<file path="src/sv/waveform_packet_deframer_core_assert.svh">
// Assertion macros used by the deframer core.
`ifndef WAVEFORM_PACKET_DEFRAMER_CORE_ASSERT_SVH
`define WAVEFORM_PACKET_DEFRAMER_CORE_ASSERT_SVH

// Same-cycle implication, sampled on clk, off while in reset
`define WPD_ASSERT_NOW(lbl, ante, cons, msg) \
	lbl: assert property (@(posedge clk) disable iff (!arst_n) (ante) |-> (cons)) \
		else $error(msg);

// Next-cycle implication, sampled on clk, off while in reset
`define WPD_ASSERT_NEXT(lbl, ante, cons, msg) \
	lbl: assert property (@(posedge clk) disable iff (!arst_n) (ante) |=> (cons)) \
		else $error(msg);

`endif

</file>
<file path="src/sv/wpd_pkg.sv">
// Types and constants for the waveform packet deframer.
package wpd_pkg;

	// Sample field extraction and per-waveform sample cap
	localparam int SAMPLE_WIDTH = 12;
	localparam int SAMPLE_LIMIT = 64;
	localparam logic [11:0] SAMPLE_MASK = (SAMPLE_WIDTH >= 12) ? 12'hFFF :
		12'((1 << SAMPLE_WIDTH) - 1);

	// Configuration register indexes
	localparam int CFG_IDX_W = 2;
	localparam logic [CFG_IDX_W-1:0] REG_HEADER_MATCH  = 2'd0;
	localparam logic [CFG_IDX_W-1:0] REG_TYPE_MATCH    = 2'd1;
	localparam logic [CFG_IDX_W-1:0] REG_MAX_WAVEFORMS = 2'd2;
	localparam logic [CFG_IDX_W-1:0] REG_MAX_SAMPLES   = 2'd3;

	// Header word offsets relative to the packet header word
	localparam logic [2:0] OFS_TYPE   = 3'd2;
	localparam logic [2:0] OFS_BOARD  = 3'd3;
	localparam logic [2:0] OFS_EVENT  = 3'd5;
	localparam logic [2:0] OFS_WCOUNT = 3'd6;

	typedef enum logic [2:0] {
		PH_HUNT = 3'd0,
		PH_HEAD = 3'd1,
		PH_WHDR = 3'd2,
		PH_WCNT = 3'd3,
		PH_SAMP = 3'd4
	} phase_t;

	typedef struct packed {
		logic [31:0] header_match;
		logic [31:0] type_match;
		logic [7:0]  max_waveforms;
		logic [6:0]  max_samples;
	} cfg_t;

	typedef struct packed {
		logic [31:0] data_word;
		logic        end_of_buffer;
	} in_item_t;

	typedef struct packed {
		logic [31:0] board_id;
		logic [31:0] event_number;
		logic [1:0]  asic_column;
		logic [1:0]  asic_row;
		logic [2:0]  asic_channel;
		logic [8:0]  window_number;
		logic [5:0]  sample_index;
		logic [11:0] sample_even;
		logic [11:0] sample_odd;
		logic        pair_valid;
		logic        last_of_waveform;
		logic        aborted;
	} out_item_t;

endpackage

</file>
<file path="src/sv/wpd_cfg.sv">
// Configuration register bank of the deframer.
module wpd_cfg (
	input  logic                         clk,
	input  logic                         arst_n,
	input  logic                         cfg_we,
	input  logic [wpd_pkg::CFG_IDX_W-1:0] cfg_index,
	input  logic [31:0]                  cfg_data,
	output wpd_pkg::cfg_t                cfg
);

	wpd_pkg::cfg_t cfg_q;

	// Register writes, decoded by index
	always_ff @(posedge clk or negedge arst_n) begin
		if (!arst_n) begin
			cfg_q.header_match  <= 32'd0;
			cfg_q.type_match    <= 32'd0;
			cfg_q.max_waveforms <= 8'd64;
			cfg_q.max_samples   <= 7'd64;
		end else if (cfg_we) begin
			unique case (cfg_index)
				wpd_pkg::REG_HEADER_MATCH:  cfg_q.header_match  <= cfg_data;
				wpd_pkg::REG_TYPE_MATCH:    cfg_q.type_match    <= cfg_data;
				wpd_pkg::REG_MAX_WAVEFORMS: cfg_q.max_waveforms <= cfg_data[7:0];
				wpd_pkg::REG_MAX_SAMPLES:   cfg_q.max_samples   <= cfg_data[6:0];
				default: ;
			endcase
		end
	end

	assign cfg = cfg_q;

endmodule

</file>
<file path="src/sv/wpd_parser.sv">
// Packet parse state machine: one stream word per step, zero or one result.
module wpd_parser (
	input  logic                clk,
	input  logic                arst_n,
	input  logic                step,
	input  wpd_pkg::in_item_t   item,
	input  wpd_pkg::cfg_t       cfg,
	output logic                res_valid,
	output wpd_pkg::out_item_t  res
);

	wpd_pkg::phase_t st_q, st_pre, st_d;
	logic [2:0]  hwi_q, hwi_pre, hwi_d, hwi_inc;
	logic [31:0] board_q, board_d;
	logic [31:0] event_q, event_d;
	logic [7:0]  wleft_q, wleft_d, wleft_dec;
	logic [5:0]  pleft_q, pleft_d;
	logic [15:0] whdr_q, whdr_d;
	logic [4:0]  pcnt_q, pcnt_d;

	logic [31:0] w;
	logic [8:0]  lim;
	logic        cnt_over;
	logic        cnt_empty;
	logic        emit_core;
	logic        eob_cut;
	logic        eob_live;

	assign w         = item.data_word;
	assign hwi_inc   = hwi_q + 3'd1;
	assign wleft_dec = wleft_q - 8'd1;

	// Sample count limit is the smaller of the register and the build cap
	assign lim = ({2'b00, cfg.max_samples} < 9'(wpd_pkg::SAMPLE_LIMIT)) ?
		{2'b00, cfg.max_samples} : 9'(wpd_pkg::SAMPLE_LIMIT);
	assign cnt_over  = w > {23'd0, lim};
	assign cnt_empty = (w[31:1] == 31'd0);

	// Next state, before the end-of-buffer override
	always_comb begin
		st_pre  = st_q;
		hwi_pre = hwi_q;
		board_d = board_q;
		event_d = event_q;
		wleft_d = wleft_q;
		pleft_d = pleft_q;
		whdr_d  = whdr_q;
		pcnt_d  = pcnt_q;
		unique case (st_q)
			wpd_pkg::PH_HEAD: begin
				hwi_pre = hwi_inc;
				if (hwi_inc == wpd_pkg::OFS_TYPE) begin
					if (w != cfg.type_match) begin
						// mismatching word may itself open a new packet
						hwi_pre = 3'd0;
						if (w == cfg.header_match) begin
							st_pre  = wpd_pkg::PH_HEAD;
							board_d = 32'd0;
							event_d = 32'd0;
						end else begin
							st_pre = wpd_pkg::PH_HUNT;
						end
					end
				end else if (hwi_inc == wpd_pkg::OFS_BOARD) begin
					board_d = w;
				end else if (hwi_inc == wpd_pkg::OFS_EVENT) begin
					event_d = w;
				end else if (hwi_inc == wpd_pkg::OFS_WCOUNT) begin
					if (w > {24'd0, cfg.max_waveforms} || w == 32'd0) begin
						st_pre  = wpd_pkg::PH_HUNT;
						hwi_pre = 3'd0;
					end else begin
						wleft_d = w[7:0];
						whdr_d  = 16'd0;
						st_pre  = wpd_pkg::PH_WHDR;
					end
				end
			end
			wpd_pkg::PH_WHDR: begin
				whdr_d = w[15:0];
				st_pre = wpd_pkg::PH_WCNT;
			end
			wpd_pkg::PH_WCNT: begin
				if (cnt_over) begin
					st_pre  = wpd_pkg::PH_HUNT;
					hwi_pre = 3'd0;
				end else if (cnt_empty) begin
					// empty waveform: done at once
					wleft_d = wleft_dec;
					if (wleft_dec == 8'd0) begin
						st_pre  = wpd_pkg::PH_HUNT;
						hwi_pre = 3'd0;
					end else begin
						st_pre = wpd_pkg::PH_WHDR;
					end
				end else begin
					pleft_d = w[6:1];
					pcnt_d  = 5'd0;
					st_pre  = wpd_pkg::PH_SAMP;
				end
			end
			wpd_pkg::PH_SAMP: begin
				pleft_d = pleft_q - 6'd1;
				pcnt_d  = pcnt_q + 5'd1;
				if (pleft_q == 6'd1) begin
					wleft_d = wleft_dec;
					if (wleft_dec == 8'd0) begin
						st_pre  = wpd_pkg::PH_HUNT;
						hwi_pre = 3'd0;
					end else begin
						st_pre = wpd_pkg::PH_WHDR;
					end
				end
			end
			default: begin
				// hunting for a header word
				if (w == cfg.header_match) begin
					st_pre  = wpd_pkg::PH_HEAD;
					hwi_pre = 3'd0;
					board_d = 32'd0;
					event_d = 32'd0;
				end
			end
		endcase
	end

	// Buffer end inside a packet drops back to hunting
	assign eob_cut  = item.end_of_buffer && (st_pre != wpd_pkg::PH_HUNT);
	assign eob_live = eob_cut && ((st_pre != wpd_pkg::PH_HEAD) || (hwi_pre >= wpd_pkg::OFS_TYPE));
	assign st_d     = eob_cut ? wpd_pkg::PH_HUNT : st_pre;
	assign hwi_d    = eob_cut ? 3'd0 : hwi_pre;

	assign emit_core = (st_q == wpd_pkg::PH_SAMP) ||
		((st_q == wpd_pkg::PH_WCNT) && !cnt_over && cnt_empty);

	// Result fields
	always_comb begin
		logic [15:0] hdr;
		hdr = 16'd0;
		if (emit_core || st_pre == wpd_pkg::PH_WCNT || st_pre == wpd_pkg::PH_SAMP) begin
			hdr = whdr_d;
		end
		res_valid            = emit_core || eob_live;
		res.board_id         = board_d;
		res.event_number     = event_d;
		res.asic_column      = hdr[15:14];
		res.asic_row         = hdr[13:12];
		res.asic_channel     = hdr[11:9];
		res.window_number    = hdr[8:0];
		res.pair_valid       = (st_q == wpd_pkg::PH_SAMP);
		res.sample_index     = res.pair_valid ? {pcnt_q, 1'b0} : 6'd0;
		res.sample_even      = res.pair_valid ? (w[11:0] & wpd_pkg::SAMPLE_MASK) : 12'd0;
		res.sample_odd       = res.pair_valid ? (w[27:16] & wpd_pkg::SAMPLE_MASK) : 12'd0;
		res.last_of_waveform = !res.pair_valid || (pleft_q == 6'd1);
		res.aborted          = eob_live;
	end

	// State registers, advanced once per processed word
	always_ff @(posedge clk or negedge arst_n) begin
		if (!arst_n) begin
			st_q    <= wpd_pkg::PH_HUNT;
			hwi_q   <= 3'd0;
			board_q <= 32'd0;
			event_q <= 32'd0;
			wleft_q <= 8'd0;
			pleft_q <= 6'd0;
			whdr_q  <= 16'd0;
			pcnt_q  <= 5'd0;
		end else if (step) begin
			st_q    <= st_d;
			hwi_q   <= hwi_d;
			board_q <= board_d;
			event_q <= event_d;
			wleft_q <= wleft_d;
			pleft_q <= pleft_d;
			whdr_q  <= whdr_d;
			pcnt_q  <= pcnt_d;
		end
	end

endmodule

</file>
<file path="src/sv/waveform_packet_deframer_core.sv">
// A word is held in the input register until the parser processes it; its result is
// then registered in the result register, which drives out_valid.
// Throughput: one word per cycle; the input register and the result register
// both move whenever the result register is empty or being taken downstream.
// A word that closes nothing gives no result and is still consumed.
// Reset (arst_n low) empties both registers, returns the parser to hunting and
// loads the configuration defaults; no clearing pass follows.
`include "waveform_packet_deframer_core_assert.svh"

module waveform_packet_deframer_core (
	input  logic                          clk,
	input  logic                          arst_n,
	input  logic                          in_valid,
	output logic                          in_ready,
	input  wpd_pkg::in_item_t             in_data,
	output logic                          out_valid,
	input  logic                          out_ready,
	output wpd_pkg::out_item_t            out_data,
	input  logic                          cfg_we,
	input  logic [wpd_pkg::CFG_IDX_W-1:0] cfg_index,
	input  logic [31:0]                   cfg_data
);

	wpd_pkg::cfg_t      cfg;
	wpd_pkg::in_item_t  item_s1;
	logic               item_v_s1;
	wpd_pkg::out_item_t res;
	logic               res_v;
	wpd_pkg::out_item_t res_s2;
	logic               res_v_s2;
	logic               adv;
	logic               step;

	wpd_cfg u_cfg (
		.clk       (clk),
		.arst_n    (arst_n),
		.cfg_we    (cfg_we),
		.cfg_index (cfg_index),
		.cfg_data  (cfg_data),
		.cfg       (cfg)
	);

	// Pipeline moves when the result slot is free or draining
	assign adv      = !res_v_s2 || out_ready;
	assign step     = item_v_s1 && adv;
	assign in_ready = !item_v_s1 || adv;

	// Input register
	always_ff @(posedge clk or negedge arst_n) begin
		if (!arst_n) begin
			item_v_s1 <= 1'b0;
		end else if (in_ready) begin
			item_v_s1 <= in_valid;
		end
	end

	always_ff @(posedge clk) begin
		if (in_valid && in_ready) begin
			item_s1 <= in_data;
		end
	end

	wpd_parser u_parser (
		.clk       (clk),
		.arst_n    (arst_n),
		.step      (step),
		.item      (item_s1),
		.cfg       (cfg),
		.res_valid (res_v),
		.res       (res)
	);

	// Result register
	always_ff @(posedge clk or negedge arst_n) begin
		if (!arst_n) begin
			res_v_s2 <= 1'b0;
		end else if (adv) begin
			res_v_s2 <= step && res_v;
		end
	end

	always_ff @(posedge clk) begin
		if (step && res_v) begin
			res_s2 <= res;
		end
	end

	assign out_valid = res_v_s2;
	assign out_data  = res_s2;

	`WPD_ASSERT_NOW(a_no_step_on_stall, res_v_s2 && !out_ready, !step,
		"word processed while result register is stalled")
	`WPD_ASSERT_NEXT(a_result_lands, step && res_v, out_valid,
		"result of a processed word did not reach the output")
	`WPD_ASSERT_NOW(a_empty_is_last, out_valid && !out_data.pair_valid,
		out_data.last_of_waveform, "result without a pair is not marked last")
	`WPD_ASSERT_NOW(a_empty_zero_samples, out_valid && !out_data.pair_valid,
		out_data.sample_index == 6'd0 && out_data.sample_even == 12'd0 &&
		out_data.sample_odd == 12'd0, "result without a pair carries sample data")

endmodule
</file>
<file path="config.mk">
export PLATFORM = sky130hd
export DESIGN_NAME = waveform_packet_deframer_core
export DESIGN_NICKNAME = d
export VERILOG_FILES = /design/src/sv/wpd_pkg.sv /design/src/sv/wpd_cfg.sv /design/src/sv/wpd_parser.sv /design/src/sv/waveform_packet_deframer_core.sv
export VERILOG_INCLUDE_DIRS = /design/src /design/src/sv
export SDC_FILE = /design/constraint.sdc
export NUM_CORES = 1
export LEC_CHECK = 0
export BUFFER_PORTS_ARGS = -buffer_cell sky130_fd_sc_hd__clkbuf_2
export CAP_MARGIN = 10
export CORE_ASPECT_RATIO = 1.2
export CORE_MARGIN = 2
export CORE_UTILIZATION = 40
export CTS_BUF_LIST = sky130_fd_sc_hd__clkbuf_16
export DETAILED_ROUTE_END_ITERATION = 10
export GPL_TIMING_DRIVEN = 0
export PLACE_DENSITY = 0.62
export SETUP_SLACK_MARGIN = 0.02
export SYNTH_ARGS = -nofsm -noshare
export SYNTH_HDL_FRONTEND = slang
export SYNTH_HIERARCHICAL = 1
export SYNTH_SLANG_ARGS = --single-unit
</file>
<file path="constraint.sdc">
create_clock -name clk -period 13.1 [get_ports clk]
set_input_delay 1.31 -clock clk [delete_from_list [all_inputs] [get_ports clk]]
set_output_delay 1.31 -clock clk [all_outputs]
set_load 0.03 [all_outputs]
</file>
==> results of run 1 <==
[worst max-delay path by stage]
stage	start	endpoint	slack, ps	depth (start not counted)
floorplan	item_s1[1]	out_data[0]	4860	13
global placement	item_s1[1]	out_data[72]	1840	13
detailed placement	item_s1[1]	out_data[72]	7820	16
CTS	item_s1[1]	out_data[72]	7790	16
global route	item_s1[1]	out_data[71]	7520	16
finish	item_s1[1]	out_data[72]	7830	16
[through the flow]
stage	setup slack, ps	hold slack (ps)
after floorplan	4857	465.9
after global placement	1840	482.6
after detailed placement	7816	481.0
after CTS	7789	503.0
after global routing	7516	512.1
final	7831	499.7
[worst max-delay path: cells and delay by family, from the launching register on]
family,cells,cell delay (ps)
buf+inv,5,1740
simple gates,6,1440
compound gates,4,920
flops,1,410
fa+ha+maj,1,380
[cells in the mapped netlist, types with 25 or more instances]
cell type    n  area [sq um]
o21ai_0     25         125.1
nor2_1      28         105.1
a22o_1     147          1287
clkbuf_1    54         202.7
dfrtp_1    184          4604
nand2_1     69         259.0
edfxtp_1   146          4384
mux2_2      77         867.1
xnor2_1     66         578.1
and3_1      29         181.4
[sequential cells by signal, summed over array words and instances, names as in the netlist]
signal	count
u_parser/pcnt_q	5
out_data	113
u_parser/pleft_q	6
u_parser/st_q	3
item_v_s1	1
out_valid	1
u_parser/event_q	32
item_s1	33
u_parser/whdr_q	16
u_parser/wleft_q	8
u_cfg/cfg	79
u_parser/board_q	32
u_parser/hwi_q	3
[kinds of logic (layout without fill, tap and decap cells)]
| kind of cell | Yosys count | count (layout) |
|---|---|---|
| other | 1 | 1 |
| buffers and inverters | 110 | 364 |
| and+or+nand+nor | 222 | 222 |
| adders and majority gates | 24 | 24 |
| xor gates and xnor gates | 70 | 70 |
| DFF | 332 | 332 |
| AOI/OAI and AO/OA | 260 | 260 |
| muxes | 80 | 80 |
[per-layer routing]
layer	wire [um]	share of wire, %	vias up	GRT usage [%]
met5	0	0	-	0
met4	1078	2.8	0	6.812
met3	2037	5.2	67	3.152
met2	18480	47	356	32.39
met1	17440	45	5066	28.25
li1	-	-	4568	-
[power by group through the flow]
stage                     Sequential [mW]  Combinational (mW)  Clock [mW]
after global placement               1.27               0.303           0
after detailed placement             1.27               0.314           0
after CTS                            1.25               0.315       0.993
after global routing                 1.26               0.347        1.04
after floorplan                      1.25               0.224           0
final                                1.25               0.315       0.968
[cell type report]
class	instances	area share (%)
Sequential cell	332	52.14
Multi-Input combinational cell	657	29.25
Clock inverter	29	1.436
Inverter	21	0.4546
Timing Repair Buffer	190	5.924
Buffer	89	2.367
Clock buffer	35	5.051
Tap cell	468	3.377
==> results.py, run 1 <==
metrics = {
    "status": {
        "status": "finished, final reports clean",
    },
    "detailed_routing": {
        "wl_per_cell_um": 21.44,
        "firstDrtPassIters": 5,
        "wirelength_um": 39040,
        "ant_nets": 0,
        "viasPerCell": 5.523,
        "vias": 10057,
        "route.detailed.drc": 0,
        "drt-initial-drc-count": 834,
    },
    "global_routing": {
        "first_global_vias": 9909,
        "antenna_found_initial": 0,
        "grt-ovfl-total": 0,
        "grt_util_all_layers_pct": 20.27,
        "grt_max_degree": 95,
        "grt_pass1_wl_um": 57750,
    },
    "clock_tree": {
        "clkLatencyLatePin_ps": 540,
        "htreeDepth": 2,
        "ctsHoldBuffers": 0,
        "path_clk_slew_ps": 60,
        "cts.repair.resized": 0,
        "cts_setup_buffers": 0,
        "numCtsBuffers": 35,
        "cts.path.max_buffers": 3,
        "cts_tree": "built",
        "cts-root-buf": "clkbuf_16",
        "cts_sinks": 332,
    },
    "synth": {
        "synth_adder_area_share_pct": 2.057,
        "avgSynthCellArea_sq_um": 13.28,
        "synth-seq-cells": 332,
        "ys.flop_type": "dfrtp_1",
        "synthArstFlopShare_pct": 56.02,
        "ys_seq_area_share_pct": 61.95,
        "synth_edf_count": 146,
        "synth_top_family_by_area": "compound AO/OA/AOI/OAI gates",
        "muxShareOfSynthArea_pct": 6.164,
        "synth_compound_area_share_pct": 14.08,
        "yosys.area_share.simple_pct": 8.170,
        "synthCells": 1099,
        "syn_area_sq_mm": 0.01460,
        "ys_warn_count": 6,
        "synthDistinctLibCells": 74,
        "synth_xor_area_share_pct": 4.201,
        "synth_nets": 1195,
    },
    "critical_path": {
        "reg2reg_from": "item_s1[1]",
        "end_kind": "flip-flop",
        "rr_worst_depth": 16,
        "critPathArrivalTime_ps": 5500,
        "crit_path_max_fanout": 38,
        "cp_cell_sequence": "clkbuf_1 > inv_1 > ha_1 > nand4_1 > nor2_1 > a21oi_1 > or4b_1 > a221oi_1 > nand2_1 > o211ai_1 > a21o_1 > nand2_1 > nor2b_4 > buf_12 > buf_12 > buf_12",
        "slowest_stage": "clkbuf_1",
        "path_common_cell": "buf_12",
        "r2r_slack_ps": 7830,
        "path_class": "flip-flop to flip-flop",
        "worst-endpoint-required_ps": 13330,
        "critical_path.max_stage_delay_ps": 670,
        "r2r_end": "out_data[72]",
        "cp-start-kind": "flip-flop",
    },
    "floorplan": {
        "start_util_pct": 40.60,
        "num_io_pins": 187,
        "core_sq_mm": 0.03594,
        "dieArea_sq_mm": 0.03804,
        "rows": 76,
        "fp.dieW_um": 178.4,
        "die_h_um": 213.3,
    },
    "worst_hold_path": {
        "hold_depth": 1,
        "holdPathEnd": "u_parser/board_q[17]",
        "hp-start": "u_parser/board_q[17]",
        "hold_path_class": "flip-flop to flip-flop",
    },
    "finish": {
        "fillerInstances": 3226,
        "seq_area_sq_mm": 0.009041,
        "multi_input_area_sq_mm": 0.005072,
        "area_growth_pct": 18.81,
        "diodes": 0,
        "fin_util_pct": 48.24,
        "layout_common_cells": "clkbuf_2, dfrtp_1, a22o_1",
        "finish.instance_area_sq_mm": 0.01734,
        "drive_gt1_share_pct": 27.20,
        "final_cells": 1821,
        "nets": 1422,
        "mostFrequentLayoutCell": "clkbuf_2",
    },
    "power_and_ir_drop": {
        "swShare_pct": 25.69,
        "p_clk_share_pct": 38.2,
        "power_mw": 2.535,
        "seq_power_share_pct": 49.4,
        "power_density_mw_per_mm2": 146.2,
        "p_leak_nw": 7.264,
        "p_sw_uw": 651.2,
        "p_int_mw": 1.884,
        "vdd_drop_max_mv": 0.09249,
        "p_comb_share_pct": 12.4,
    },
    "sta": {
        "post-route-period-util_pct": 40.22,
        "final.min_clock_period_ps": 5269,
        "slew_violations": 0,
        "fmaxAchievable_mhz": 189.8,
        "setup_viol": 0,
        "setup_tns_ps": 0,
        "maxSlewHeadroom_pct": 39.72,
        "skew_ps": 24.64,
        "rsz0062_at_grt": "false",
        "final-hold-violation-count": 0,
        "tightest_slew_ps": 904.2,
    },
    "placement": {
        "place_hpwl_um": 27280,
        "placed_cell_area_sq_mm": 0.01622,
        "portBuffers": 186,
        "gp_congestion": 0.8855,
        "dp_cells": 1757,
    },
    "job": {
        "max_cap_viol_count": 0,
    },
}
Note: power is estimated with default switching activity, not from simulation.
==> inputs of run 2 (changes only) <==
PLACE_DENSITY = 0.64   (was 0.62)
clock period = 4.56 ns   (was 13.1 ns; I/O delays follow)
==> run 2 against run 1 <==
Net effect:
- worst hold slack worse by 500 ps
- die area unchanged
- cell area up 0.35%
- via count down 0.23%
- utilization up 0.17 points
- total power rose to 2.9 times the previous value
- critical path depth down 3
- global-route usage up 0.24 points
- wire length down 1.2%
- sequential power rose to 2.9 times the previous value
- non-clock buffer count down 2
- highest routed layer unchanged
==> results.py, run 2 (same netlist as run 1, synthesis figures left out) <==
metrics = {
    "global_routing": {
        "grtUsageMet1_pct": 27.76,
        "antenna_found_initial": 0,
        "grtUsageMet3_pct": 3.116,
        "grt_busiest_layer": "met2",
        "grt_max_degree": 97,
        "first_global_vias": 9979,
        "grt_pass1_wl_um": 58850,
        "grt_util_all_layers_pct": 20.52,
        "gr-usage-met2_pct": 33.95,
        "grt-ovfl-total": 0,
    },
    "finish": {
        "nets": 1420,
        "drive_gt1_share_pct": 27.85,
        "layout_common_cells": "clkbuf_2, dfrtp_1, a22o_1",
        "finish.instance_area_sq_mm": 0.01740,
        "diodes": 0,
        "largest_register_ffs": 113,
        "fillerInstances": 3196,
        "mostFrequentLayoutCell": "clkbuf_2",
        "area_growth_pct": 19.22,
    },
    "placement": {
        "portBuffers": 186,
        "place_hpwl_um": 27240,
        "placed_cell_area_sq_mm": 0.01624,
        "gp_congestion": 0.8689,
        "pre_cts_ws_ps": -206.8,
    },
    "critical_path": {
        "cp_cell_sequence": "xnor2_1 > nand4_1 > nor4_2 > nand2_2 > a211o_1 > a221o_1 > nor2_1 > a21o_1 > nand2_1 > nor2b_4 > buf_12 > buf_16 > buf_12",
        "end_kind": "flip-flop",
        "worst-endpoint-required_ps": 4780,
        "slowest_stage": "edfxtp_1",
        "path_delay_family": "simple AND/OR/NAND/NOR gates",
        "cp.buffers_inverters": 3,
        "critical_path.max_stage_delay_ps": 630,
        "cp.depth": 13,
        "rr_worst_depth": 13,
        "path_common_cell": "buf_12",
        "cp-start-kind": "flip-flop",
        "reg2reg_from": "item_s1[23]",
        "critPathArrivalTime_ps": 4450,
        "r2r_end": "out_data[73]",
        "r2r_slack_ps": 330,
        "crit_path_max_fanout": 36,
        "path_class": "flip-flop to flip-flop",
    },
    "worst_hold_path": {
        "hold_path_class": "input port to async pin",
    },
    "sta": {
        "rsz0062_at_grt": "false",
        "maxSlewHeadroom_pct": 46.51,
        "setup_slack_ps": 329.6,
        "fmaxAchievable_mhz": 236.4,
        "tightest_slew_ps": 802.3,
        "post-route-period-util_pct": 92.77,
        "final.min_clock_period_ps": 4230,
        "setup_tns_ps": 0,
        "setup_viol": 0,
        "slew_violations": 0,
        "final-hold-violation-count": 0,
        "skew_ps": 22.13,
    },
    "floorplan": {
        "die_h_um": 213.3,
        "rows": 76,
        "num_io_pins": 187,
        "dieArea_sq_mm": 0.03804,
        "fp.dieW_um": 178.4,
        "start_util_pct": 40.60,
        "core_sq_mm": 0.03594,
    },
    "status": {
        "status": "finished, final reports clean",
    },
    "clock_tree": {
        "path_clk_slew_ps": 60,
        "numCtsBuffers": 35,
        "ctsHoldBuffers": 0,
        "cts_tree": "built",
        "clkLatencyLatePin_ps": 530,
        "cts_sinks": 332,
        "htreeDepth": 2,
        "cts-root-buf": "clkbuf_16",
        "cts.path.max_buffers": 3,
    },
    "detailed_routing": {
        "firstDrtPassIters": 5,
        "wirelength_um": 38580,
        "wl_per_cell_um": 21.22,
        "drt-initial-drc-count": 773,
        "route.detailed.drc": 0,
        "ant_nets": 0,
        "viasPerCell": 5.519,
        "vias": 10034,
    },
    "power_and_ir_drop": {
        "vdd_drop_max_mv": 0.2264,
        "power_density_mw_per_mm2": 420.5,
        "power_mw": 7.316,
        "p_leak_nw": 7.292,
    },
    "job": {
        "max_cap_viol_count": 0,
    },
}
[run 2: area by class of cell]
class / instances / area, sq um / area share [%]
plain buffers: 85 / 407.9 / 2.344
flip-flops and latches: 332 / 9041 / 51.96
repair buffers: 192 / 1050 / 6.033
multi-input cells: 657 / 5117 / 29.41
well taps: 468 / 585.6 / 3.365
inverters: 21 / 78.83 / 0.4530
clock buffers: 35 / 875.8 / 5.033
clock inverters: 28 / 244.0 / 1.402
[run 2: metal layers]
metal | vias up | wire length (um) | part of all wire [%]
met4 | 0 | 981 | 2.5
met3 | 61 | 2161 | 5.6
li1 | 4556 | - | -
met2 | 345 | 18910 | 49
met1 | 5072 | 16530 | 43
met5 | - | 0 | 0
[run 2: through the flow]
step	utilization, %	hold WS [ps]	cells
final	48.41	1.033	1818
after global routing	48.41	51.26	1818
after CTS	48.31	34.33	1819
after detailed placement	45.19	481.2	1757
after global placement	44.92	482.9	1753
after floorplan	-	160.4	1099
[run 2: worst max-delay path by stage]
stage	startpoint	endpoint	slack [ps]
floorplan	u_cfg/cfg[6]	out_data[0]	30
global placement	item_s1[5]	out_data[73]	-1500
detailed placement	item_s1[5]	out_data[80]	-210
CTS	item_s1[1]	out_data[80]	240
global route	item_s1[19]	out_data[71]	20
finish	item_s1[23]	out_data[73]	330
[run 2: where the power goes]
group / leakage, nW / switching (mW) / internal, mW
Clock: 0.575 / 1.16 / 1.63
Sequential: 3.74 / 0.213 / 3.39
Combinational: 2.98 / 0.474 / 0.442
[run 2: what timing repair did]
action / in CTS / in global routing
setup endpoints to repair: 36 / 36
gates resized for setup: 2 / 7
pin swaps: 0 / 1
setup buffers: 1 / 1
